### src/hw/rtl/bfsam_ram.sv
// Simple dual-port RAM with one write port and one registered read port.
// Depends on nothing; used for the adjacency rows and the vertex queue.
`default_nettype none

module bfsam_ram #(
  parameter int unsigned WIDTH  = 64,
  parameter int unsigned DEPTH  = 64,
  localparam int unsigned ADDR_W = $clog2(DEPTH)
) (
  input  wire logic              clk_i,
  input  wire logic              we_i,
  input  wire logic [ADDR_W-1:0] waddr_i,
  input  wire logic [WIDTH-1:0]  wdata_i,
  input  wire logic              re_i,
  input  wire logic [ADDR_W-1:0] raddr_i,
  output logic      [WIDTH-1:0]  rdata_o
);

  logic [WIDTH-1:0] mem_q [DEPTH];

  always_ff @(posedge clk_i) begin
    if (we_i) begin
      mem_q[waddr_i] <= wdata_i;
    end
  end

  always_ff @(posedge clk_i) begin
    if (re_i) begin
      rdata_o <= mem_q[raddr_i];
    end
  end

endmodule

`default_nettype wire

### config.mk
export PLATFORM = sky130hd
export DESIGN_NAME = bfsam_ram
export DESIGN_NICKNAME = d
export VERILOG_FILES = /design/src/hw/rtl/bfsam_ram.sv
export SDC_FILE = /design/constraint.sdc
export NUM_CORES = 2
export LEC_CHECK = 0
export ABC_AREA = 1
export ABC_CLOCK_PERIOD_IN_PS = 8800
export BUFFER_PORTS_ARGS = -buffer_cell sky130_fd_sc_hd__buf_2
export CAP_MARGIN = 20
export CORE_MARGIN = 3
export CORE_UTILIZATION = 50
export CTS_BUF_LIST = sky130_fd_sc_hd__clkbuf_4 sky130_fd_sc_hd__clkbuf_8 sky130_fd_sc_hd__clkbuf_16
export DETAILED_ROUTE_END_ITERATION = 12
export PLACE_DENSITY = 0.64
export SLEW_MARGIN = 25
export SYNTH_ARGS = -nofsm -noshare
export SYNTH_HDL_FRONTEND = slang
export SYNTH_SLANG_ARGS = --single-unit
### constraint.sdc
create_clock -name clk_i -period 8.8 [get_ports clk_i]
set_input_delay 1.76 -clock clk_i [delete_from_list [all_inputs] [get_ports clk_i]]
set_output_delay 1.76 -clock clk_i [all_outputs]
set_load 0.02 [all_outputs]
* After elaboration in Yosys (flattened, before gate mapping) *
Memory sizes are Yosys's and may differ from the RTL's. A register that Yosys moved wholly into a read port is not among the register bits.
Index checks and enable logic that the tools add are counted.

cells by class
  multiply operators = 0
  bitwise gates (word level) = 0
  equality and inequality tests = 0
  div/mod/pow operators = 0
  shift operators = 0
  add/subtract/negate cells = 0
  magnitude comparators = 0
  mux-type cells = 2
  reductions and logical operators = 0

operator list
  cell              number
  1-bit 2-to-1 mux  2

storage, ports and cells
  register bits after elaboration = 0
  memory bits (read-only) = 0
  input port bits = 79
  memory bits (writable) = 4096
  output and inout port bits = 64
  memories kept = 1
  bits in latches = 0

memories
  name   words  bits a word  rd ports  clocked after Yosys merged registers in  write ports  line  text
  mem_q  64     64           1         1                                        1            19    logic [WIDTH-1:0] mem_q [DEPTH];

* Depth between registers and ports, before layout *
  word-level depth = 2
  depth in mapped cells = 13
  mapped depth without buffers = 9

* Worst setup path after synthesis *
No wires, ideal clock.

  path type = in2reg
  start point = input we_i
  end point = memory mem_q[48][0], enable pin
  arrival time = 8.396 ns
  path buffers = 1
  cell stages on the path = 3
  required time = 8.154 ns
  path slack = -0.242 ns
  setup time = 0.646 ns
  cell sequence = clkbuf_1 -> nand4_1 -> nor4_1

on the way
  cells in the longest elaborated chain, start to end = 2

ends and longest elaborated chain
  what                                    line  text
  start, declared                         11    input wire logic we_i,
  1-bit 2-to-1 mux                        22    if (we_i) begin
  1-bit 2-to-1 mux (implied by the code)  23    mem_q[waddr_i] <= wdata_i;
  end, declared                           19

Every way passes these cells.

==> flow_metrics.py <==
metrics = {
    "final_layout": {
        "area_growth_pct": 10.83,
        "final_common_cell": "nand2_1",
        "layout.nets": 13360,
        "fill_cells": 26110,
        "multi_input_area_um2": 36620,
        "register_area_um2": 124900,
        "stdcell_area_um2": 183900,
        "layout_common_cells": "nand2_1 (4416), edfxtp_1 (4160), nand3_1 (3847)",
        "final_util_pct": 55.95,
        "drive_gt1_share_pct": 7.989,
    },
    "logic_synthesis": {
        "synth_area_um2": 165900,
        "ys_seq_area_share_pct": 75.28,
        "netlist_instances": 13410,
        "synth_cell_type_count": 15,
        "synth_fp_nets": 13480,
        "syn_avg_cell_area_um2": 12.38,
        "ys_ff_latch": 4160,
        "yosys_warnings": 0,
    },
    "setup_path": {
        "required_ns": 9.52,
        "critical_path_class": "input port to flip-flop",
        "max_stage_delay_ns": 0.95,
        "path_max_fanout": 99,
        "critPathArrivalTime_ns": 5.21,
        "cp_top_family": "buffers and inverters",
        "worst_setup_path_end_kind": "flip-flop",
        "crit_slowest_cell": "buf_4",
        "crit_chain": "buf_8 -> buf_4 -> buf_4 -> nand3_1 -> nand3_1 -> nand3_1 -> nand3_1 -> nand2_1 -> nand2_1 -> nand2_1",
        "crit_top_cell": "nand3_1",
        "cp-start-kind": "input port",
        "cp_num_buf_inv": 3,
    },
    "clock_network": {
        "cts_tree": "yes",
        "clkLatencyLatePin_ns": 0.98,
        "clock_sinks": 4160,
        "clkTransAtPathRegs_ns": 0.06,
        "cts-buffers-inserted": 402,
        "cts-root-buf": "clkbuf_16",
        "cts.htree.levels": 5,
        "cts_resized": 0,
        "cts_setup_buffers": 0,
        "cts.hold.buffers_added": 0,
        "clk_path_buf_depth": 4,
    },
    "route": {
        "drc": 0,
        "vias_per_cell": 6.212,
        "dr_total_vias": 111800,
        "firstDrtPassIters": 7,
        "drt-total-wl_mm": 525.3,
        "wire_per_inst_um": 29.20,
        "drtIter0Drc": 16990,
        "ant_nets": 0,
    },
    "placed_design": {
        "place_congestion": 0.8249,
        "dp_hpwl_mm": 250.3,
        "io_buffers": 142,
        "postPlaceCellArea_um2": 170200,
    },
    "job": {
        "maxCapViolations": 0,
    },
    "floorplan": {
        "start_util_pct": 50.49,
        "io_pins": 143,
        "die_h_um": 582.1,
        "dieArea_um2": 338800,
        "placeableCoreArea_um2": 328700,
        "die_w_um": 582.1,
        "rows": 210,
    },
    "worst_hold_path": {
        "hp-class": "flip-flop to flip-flop",
    },
    "global_route": {
        "grt.overflow.total": 0,
        "grt_pass1_vias": 105900,
        "track_usage_pct": 30.48,
        "antenna_found_initial": 38,
        "grt_pass1_wl_mm": 751.3,
        "grt_max_degree": 248,
    },
    "sta": {
        "tns_ns": 0,
        "tightest_slew_ns": 1.263,
        "holdWs_ns": 0.8613,
        "hold_viol_final": 0,
        "rsz0062_at_grt": "no",
        "setup_viol": 0,
        "finalMaxSlewViolations": 0,
        "max_freq_mhz": 222.6,
        "maxSlewHeadroom_pct": 15.80,
        "post-route-period-util_pct": 51.05,
        "layout_min_cycle_time_ns": 4.492,
        "clock_skew_ns": 0.03116,
    },
    "power_and_ir_drop": {
        "p_per_area_nw_per_um2": 228.8,
        "peakVddDrop_mv": 0.1838,
        "p_leak_nw": 64.29,
    },
    "outcome": {
        "status": "completed",
    },
}
-- cells by family (layout without fill, tap and decap cells) --
logic type / count (synthesis) / after routing / synth area share [%]
AND/OR/NAND/NOR: 8336 / 8336 / 21.78
other: 0 / 25 / 0
buffers and inverters: 909 / 1123 / 2.941
flip-flops: 4160 / 4160 / 75.28
-- area by class of cell --
cell class	count	share of cell area [%]
antenna	25	0.03402
multi-input combinational	8336	19.91
timing repair buffer	371	1.809
inverter	12	0.05715
clock buffer	486	5.898
tap	4346	2.957
sequential	4160	67.92
clock inverter	254	1.414
-- synthesized netlist by cell type --
library cell	count	area, µm²
clkbuf_1	147	551.8
inv_4	2	12.51
edfxtp_1	4160	124900
nand3_1	3847	19250
inv_2	2	7.510
nor2_1	56	210.2
nor4_1	8	50.05
buf_6	40	450.4
nand4_1	9	56.30
inv_1	8	30.03
buf_1	72	270.3
nand2_1	4416	16580
buf_8	3	45.04
buf_4	134	1006
buf_2	501	2507
-- sequential cells by signal (all words and copies together) (netlist names) --
| name | flops |
|---|---|
| mem_q | 4096 |
| rdata_o | 64 |
-- worst min-delay path, cell delays in order, from the launching register on --
cell and delay, ns:
edfxtp_1 0.32, nand2_1 0.05, nand3_1 0.05, nand3_1 0.06, nand3_1 0.07, nand3_1 0.06, nand2_1 0.05, nand2_1 0.05
nand2_1 0.05
-- per-stage QoR --
step / total power, mW / std cells / setup WS [ns]
global placement: 24.75 / 17220 / 3.477
CTS: 42.16 / 17960 / 4.523
detailed placement: 24.79 / 17220 / 3.456
floorplan: 23.83 / 13410 / -0.2418
global route: 43.20 / 17980 / 4.270
finish: 42.08 / 17990 / 4.308
-- where the power goes --
group	total [mW]	switching [mW]	internal, mW	leakage, nW
Clock	17.7	7.44	10.2	6.69
Sequential	22.1	0.0766	22.0	37.5
Combinational	2.37	1.81	0.556	20.1
Total	42.1	9.33	32.7	64.3
-- final timing paths --
| kind | start | to | slack [ns] | cells past startpoint |
|---|---|---|---|---|
| max | raddr_i[1] | rdata_o[26] | 4.31 | 10 |
| min reg2reg | mem_q[10][19] | rdata_o[19] | 0.86 | 8 |
| min | mem_q[10][19] | rdata_o[19] | 0.86 | 8 |
| max reg2reg | mem_q[14][38] | rdata_o[38] | 7.11 | 8 |
-- metal layers --
layer  track usage, %  part of all wire (%)  vias to the layer above
met3            6.013                    12                     1267
met5                0                 0.033                        -
met2            47.84                    46                     7407
met1            41.57                    38                    55330
li1                 -                     -                    47730
met4            13.35                   4.9                       26
(Power assumes the default switching activity.)
