`src/hw/rtl/bfsam_pkg.sv`:
```
// Package for the breadth-first search block: sizes, action and state codes,
// and the result type of the find-first-set unit.
// No dependencies.
`default_nettype none

package bfsam_pkg;

  localparam int unsigned MAX_VERTICES = 64;
  localparam int unsigned VERT_W       = 6;
  localparam int unsigned CNT_W        = 7;
  localparam int unsigned ROW_W        = 64;
  localparam int unsigned PADDR_W      = 3;
  localparam int unsigned PDATA_W      = 32;

  localparam logic REG_VERTEX_COUNT = 1'b0;
  localparam logic [CNT_W-1:0] VERTEX_COUNT_RESET = CNT_W'(MAX_VERTICES);

  typedef enum logic [1:0] {
    ACT_ADD_EDGE = 2'd0,
    ACT_SEARCH   = 2'd1,
    ACT_CLEAR    = 2'd2
  } action_e;

  typedef enum logic [3:0] {
    ST_IDLE,
    ST_EDGE_RD_A,
    ST_EDGE_WR_A,
    ST_EDGE_RD_B,
    ST_EDGE_WR_B,
    ST_DEQUEUE,
    ST_FETCH,
    ST_LOAD,
    ST_SCAN
  } state_e;

  typedef struct packed {
    logic              found;
    logic [VERT_W-1:0] index;
    logic [ROW_W-1:0]  onehot;
    logic [ROW_W-1:0]  rest;
  } ffs_t;

endpackage

`default_nettype wire

```
`src/hw/rtl/bfsam_ffs.sv`:
```
// Find-first-set unit: picks the lowest set bit of a candidate row.
// Depends on bfsam_pkg.
`default_nettype none

module bfsam_ffs (
  input  wire logic [bfsam_pkg::ROW_W-1:0] cand_i,
  output bfsam_pkg::ffs_t                  res_o
);

  logic [bfsam_pkg::ROW_W-1:0]  low;
  logic [bfsam_pkg::VERT_W-1:0] index;

  assign low = cand_i & (~cand_i + bfsam_pkg::ROW_W'(1));

  always_comb begin
    index = '0;
    for (int i = 0; i < bfsam_pkg::ROW_W; i++) begin
      if (low[i]) begin
        index = index | bfsam_pkg::VERT_W'(i);
      end
    end
  end

  assign res_o.found  = |cand_i;
  assign res_o.index  = index;
  assign res_o.onehot = low;
  assign res_o.rest   = cand_i & ~low;

endmodule

`default_nettype wire

```
`config.mk`:
```
export PLATFORM = sky130hd
export DESIGN_NAME = bfsam_ffs
export DESIGN_NICKNAME = d
export VERILOG_FILES = /design/src/hw/rtl/bfsam_pkg.sv /design/src/hw/rtl/bfsam_ffs.sv
export SDC_FILE = /design/constraint.sdc
export NUM_CORES = 1
export LEC_CHECK = 0
export ABC_AREA = 0
export BUFFER_PORTS_ARGS = -buffer_cell sky130_fd_sc_hd__buf_4
export CORE_ASPECT_RATIO = 2
export CORE_MARGIN = 2
export CORE_UTILIZATION = 37
export DETAILED_ROUTE_END_ITERATION = 16
export PLACE_DENSITY = 0.87
export REMOVE_ABC_BUFFERS = 1
export SKIP_LAST_GASP = 1
export SLEW_MARGIN = 20
export SYNTH_ARGS = -nofsm -noshare
export SYNTH_HDL_FRONTEND = slang
export SYNTH_SLANG_ARGS = --single-unit
```
`constraint.sdc`:
```
create_clock -name vclk -period 4.5
set_clock_uncertainty 0.05 [all_clocks]
set_input_delay 0.9 -clock vclk [all_inputs]
set_output_delay 0.9 -clock vclk [all_outputs]
set_load 0.03 [all_outputs]
```
## After elaboration in Yosys (flattened, before gate mapping)

Cells that the tools add are included.

- Register bits: 0
- Input bits: 64
- Output and inout bits: 135
- Logic and storage cells: 69

- Add/subtract/negate cells: 1
- Mux-type cells: 63
- Bitwise logic cells: 4
- Reduce and logical (&&, ||, !) cells: 1

Operators by type and width:

| operator | count |
|---|---|
| 6-bit 2-to-1 mux | 32 |
| 64-bit AND | 2 |
| 64-bit inverter | 2 |
| 5-bit 2-to-1 mux | 16 |
| 64-bit by 1-bit adder with 64-bit output (second input constant) | 1 |
| 64-bit OR reduction | 1 |
| 4-bit 2-to-1 mux | 8 |
| 3-bit 2-to-1 mux | 4 |
| 2-bit 2-to-1 mux | 2 |
| 1-bit 2-to-1 mux | 1 |

## Logic depth before layout (Yosys ltp)

- Depth after elaboration: 66
- Depth in mapped cells: 10
- Depth with buffers taken out: 7

## Worst setup path before layout

Ideal clock, no wire load.

- Path kind: input-to-output
- Start point: in cand_i[20] in the netlist's numbering
- End point: out res_o[129] in the netlist's numbering
- Arrival time: 3593 ps
- Required time: 3550 ps
- Setup slack: -43 ps
- Stages on the path: 7
- Path buffers: 1
- Cell sequence: nor4_2 > nand3_2 > or3_1 > buf_6 > nor4_1 > nor4bb_1 > nand4b_1

RTL lines:

| element | RTL line | RTL |
|---|---|---|
| from (decl) | bfsam_ffs.sv:6 | `input wire logic [bfsam_pkg::ROW_W-1:0] cand_i,` |
| to (decl) | bfsam_ffs.sv:7 | `output bfsam_pkg::ffs_t res_o` |

==> results.txt <==
GR Util met1: 34.1%
Pint: 110 µW
Final Net Count: 636
Clock power frac: 0%
initial core utilization: 38.0%
Final min period: 4.33 ns
sum of negative setup slack: 0 ns
Worst-Margin Slew: 0.934 ns
Final Hold Fails: 0
Sequential Power Share: 0%
post-synthesis cell type count: 60
Total Routing Usage GR: 37.7%
crit path cell chain: buf_4, nor4_1, nand3b_1, or3b_2, a211oi_1, or2_0, or4_1, nand4b_1, buf_4
delay of the slowest critical-path stage: 0.70 ns
Top cell by count, worst path: buf_4
Register Area: 0 µm²
Die X-Extent: 59.5 µm
GR Util met3: 3.15%
# port buffers: 198
met2 usage: 72.2%
Core Region: 6010 µm²
worst-path fanout max: 8
Synth-to-Final Area Change: 73.8%
CP Capture Type: primary output
Worst EP arrival: 3.38 ns
Seq/Total Area, Yosys: 0%
share of post-route cells with drive strength above 1: 44.7%
RSZ-0062 raised after global routing: false
row cnt: 40
Util after Layout: 66.0%
pin count of the biggest net entering global routing: 12
Setup WS post-layout: 0.174 ns
GR Overflow Total: 0
busiest layer in global routing: met2
Lkg Pwr: 0.00195 µW
vias in the first global route: 3766
switching part of the total: 60.6%
Top Ports: 199
NetSw: 169 µW
status: finished, final reports clean
Hold Path Class: in -> out
Max Cap Viol: 0
drt drc: 0
VDD IR max: 73.7 µV
Worst setup SP type: primary input
Critical Path Slowest Stage Cell: nor4_1
Post-Place Setup Slack: 0.0939 ns
Final period util: 96.1%
max frequency: 0.231 GHz
Mean Syn Cell Area: 6.37 µm²
YS warnings: 0
max_slew headroom: 37.2%
Final setup viols: 0
DP Wirelength: 11800 µm
Mapped Cells: 358
vias per cell: 6.20
Routed WL per cell: 21.3 µm
vias: 3927
Die ar.: 6850 µm²
post-route ant nets: 0
DRC marker count from the first detailed-route iteration: 216
drt total wl: 13500 µm
Netlist Area Pre-Place: 2280 µm²
first-pass GRT wire length: 19500 µm
Power per Cell Area: 70.3 nW/µm²
initial antenna violation count: 0
Pins Over Slew Limit: 0
hold_buf cts: 0
required time of the critical path: 3.55 ns
n_diodes: 0
clkbuf count: 0
number of flip-flops and latches: 0
Die H: 115 µm
TritonRoute pass-1 iters: 5
critical path class: in -> out
GP Congestion: 1.00
combinational share of power: 100.0%
layout by cell type, fill, tap and decap left out, types with 3 or more instances in the layout:
master    instances
and2_1           20
nor4b_1           3
nor2_1           57
or3_1             5
o31a_1            9
nand3_1          17
o21a_1            7
nor3_1           27
o21ai_0           4
and3_1           19
nand4_1          11
nor3b_1           8
nor4_2           10
nand2b_1          4
or4_1             4
buf_4           225
nor4_1           18
nand3b_1          4
nor2b_1          10
nand2_1          20
a21boi_0         17
nor4bb_1          3
inv_1            18
nand4b_1          5
nor4_4            3
Yosys cell counts (3+ instances only):
| library cell | number | area [µm²] |
|---|---|---|
| nor2_1 | 57 | 214 |
| nor3_1 | 27 | 135 |
| and2_1 | 20 | 125 |
| nand2_1 | 20 | 75.1 |
| and3_1 | 19 | 119 |
| inv_1 | 18 | 67.6 |
| nor4_1 | 18 | 113 |
| a21boi_0 | 17 | 128 |
| nand3_1 | 17 | 85.1 |
| nand4_1 | 11 | 68.8 |
| nor2b_1 | 10 | 62.6 |
| nor4_2 | 10 | 125 |
| o31a_1 | 9 | 78.8 |
| nor3b_1 | 8 | 60.1 |
| o21a_1 | 7 | 52.6 |
| nand4b_1 | 5 | 43.8 |
| or3_1 | 5 | 31.3 |
| buf_2 | 4 | 20.0 |
| buf_4 | 4 | 30.0 |
| nand2b_1 | 4 | 25.0 |
| nand3b_1 | 4 | 30.0 |
| o21ai_0 | 4 | 20.0 |
| or4_1 | 4 | 30.0 |
| nor4_4 | 3 | 63.8 |
| nor4b_1 | 3 | 26.3 |
| nor4bb_1 | 3 | 30.0 |
final timing paths:
path	from	to	cells after the start
min	cand_i[0]	res_o[64]	2
max	cand_i[56]	res_o[130]	9
cell families (layout without fill, tap and decap cells):
| family | Yosys count | in the layout | synth area share (%) |
|---|---|---|---|
| simple gates | 272 | 272 | 74.9 |
| compound gates | 54 | 54 | 18.3 |
| buf+inv | 31 | 243 | 6.69 |
| other cells | 1 | 1 | 0.164 |
layout make-up:
type                       instances  area (µm²)
multi-input combinational        327        2130
fill                             571        2040
timing repair buffer             225        1690
tap                               63        78.8
inverter                          18        67.6
routing by layer:
metal  share of wire [%]  routed length [µm]
met5                   0                   0
met4                 8.8                1190
met3                 6.1                 821
met2                  54                7350
met1                  31                4150
critical path: cells and delay by family:
kind,cells,cell delay [ns]
AOI/OAI and AO/OA,1,0.24
and+or+nand+nor,6,1.91
buffers and inverters,2,0.32
timing repair:
| item | 4_1_cts | 5_1_grt |
|---|---|---|
| hold endpoints to repair | 0 | 0 |
| gates resized for setup | 0 | 0 |
| buffers inserted | 0 | 2 |
| setup endpoints to repair | 0 | 2 |
through the flow:
step	hold slack, ns	power (µW)	instance area, µm²	instances
floorplan	1.75	125	2200	345
global placement	2.05	272	3950	631
detailed placement	2.05	276	3950	631
CTS	2.05	277	3950	631
global route	2.06	292	3960	633
finish	2.05	279	3960	633
power groups by stage:
| stage | sequential, µW | clock (µW) | combinational [µW] |
|---|---|---|---|
| after floorplan | 0 | 0 | 125 |
| after global placement | 0 | 0 | 272 |
| after detailed placement | 0 | 0 | 276 |
| after CTS | 0 | 0 | 277 |
| after global routing | 0 | 0 | 292 |
| final | 0 | 0 | 279 |
(Power assumes the default switching activity.)
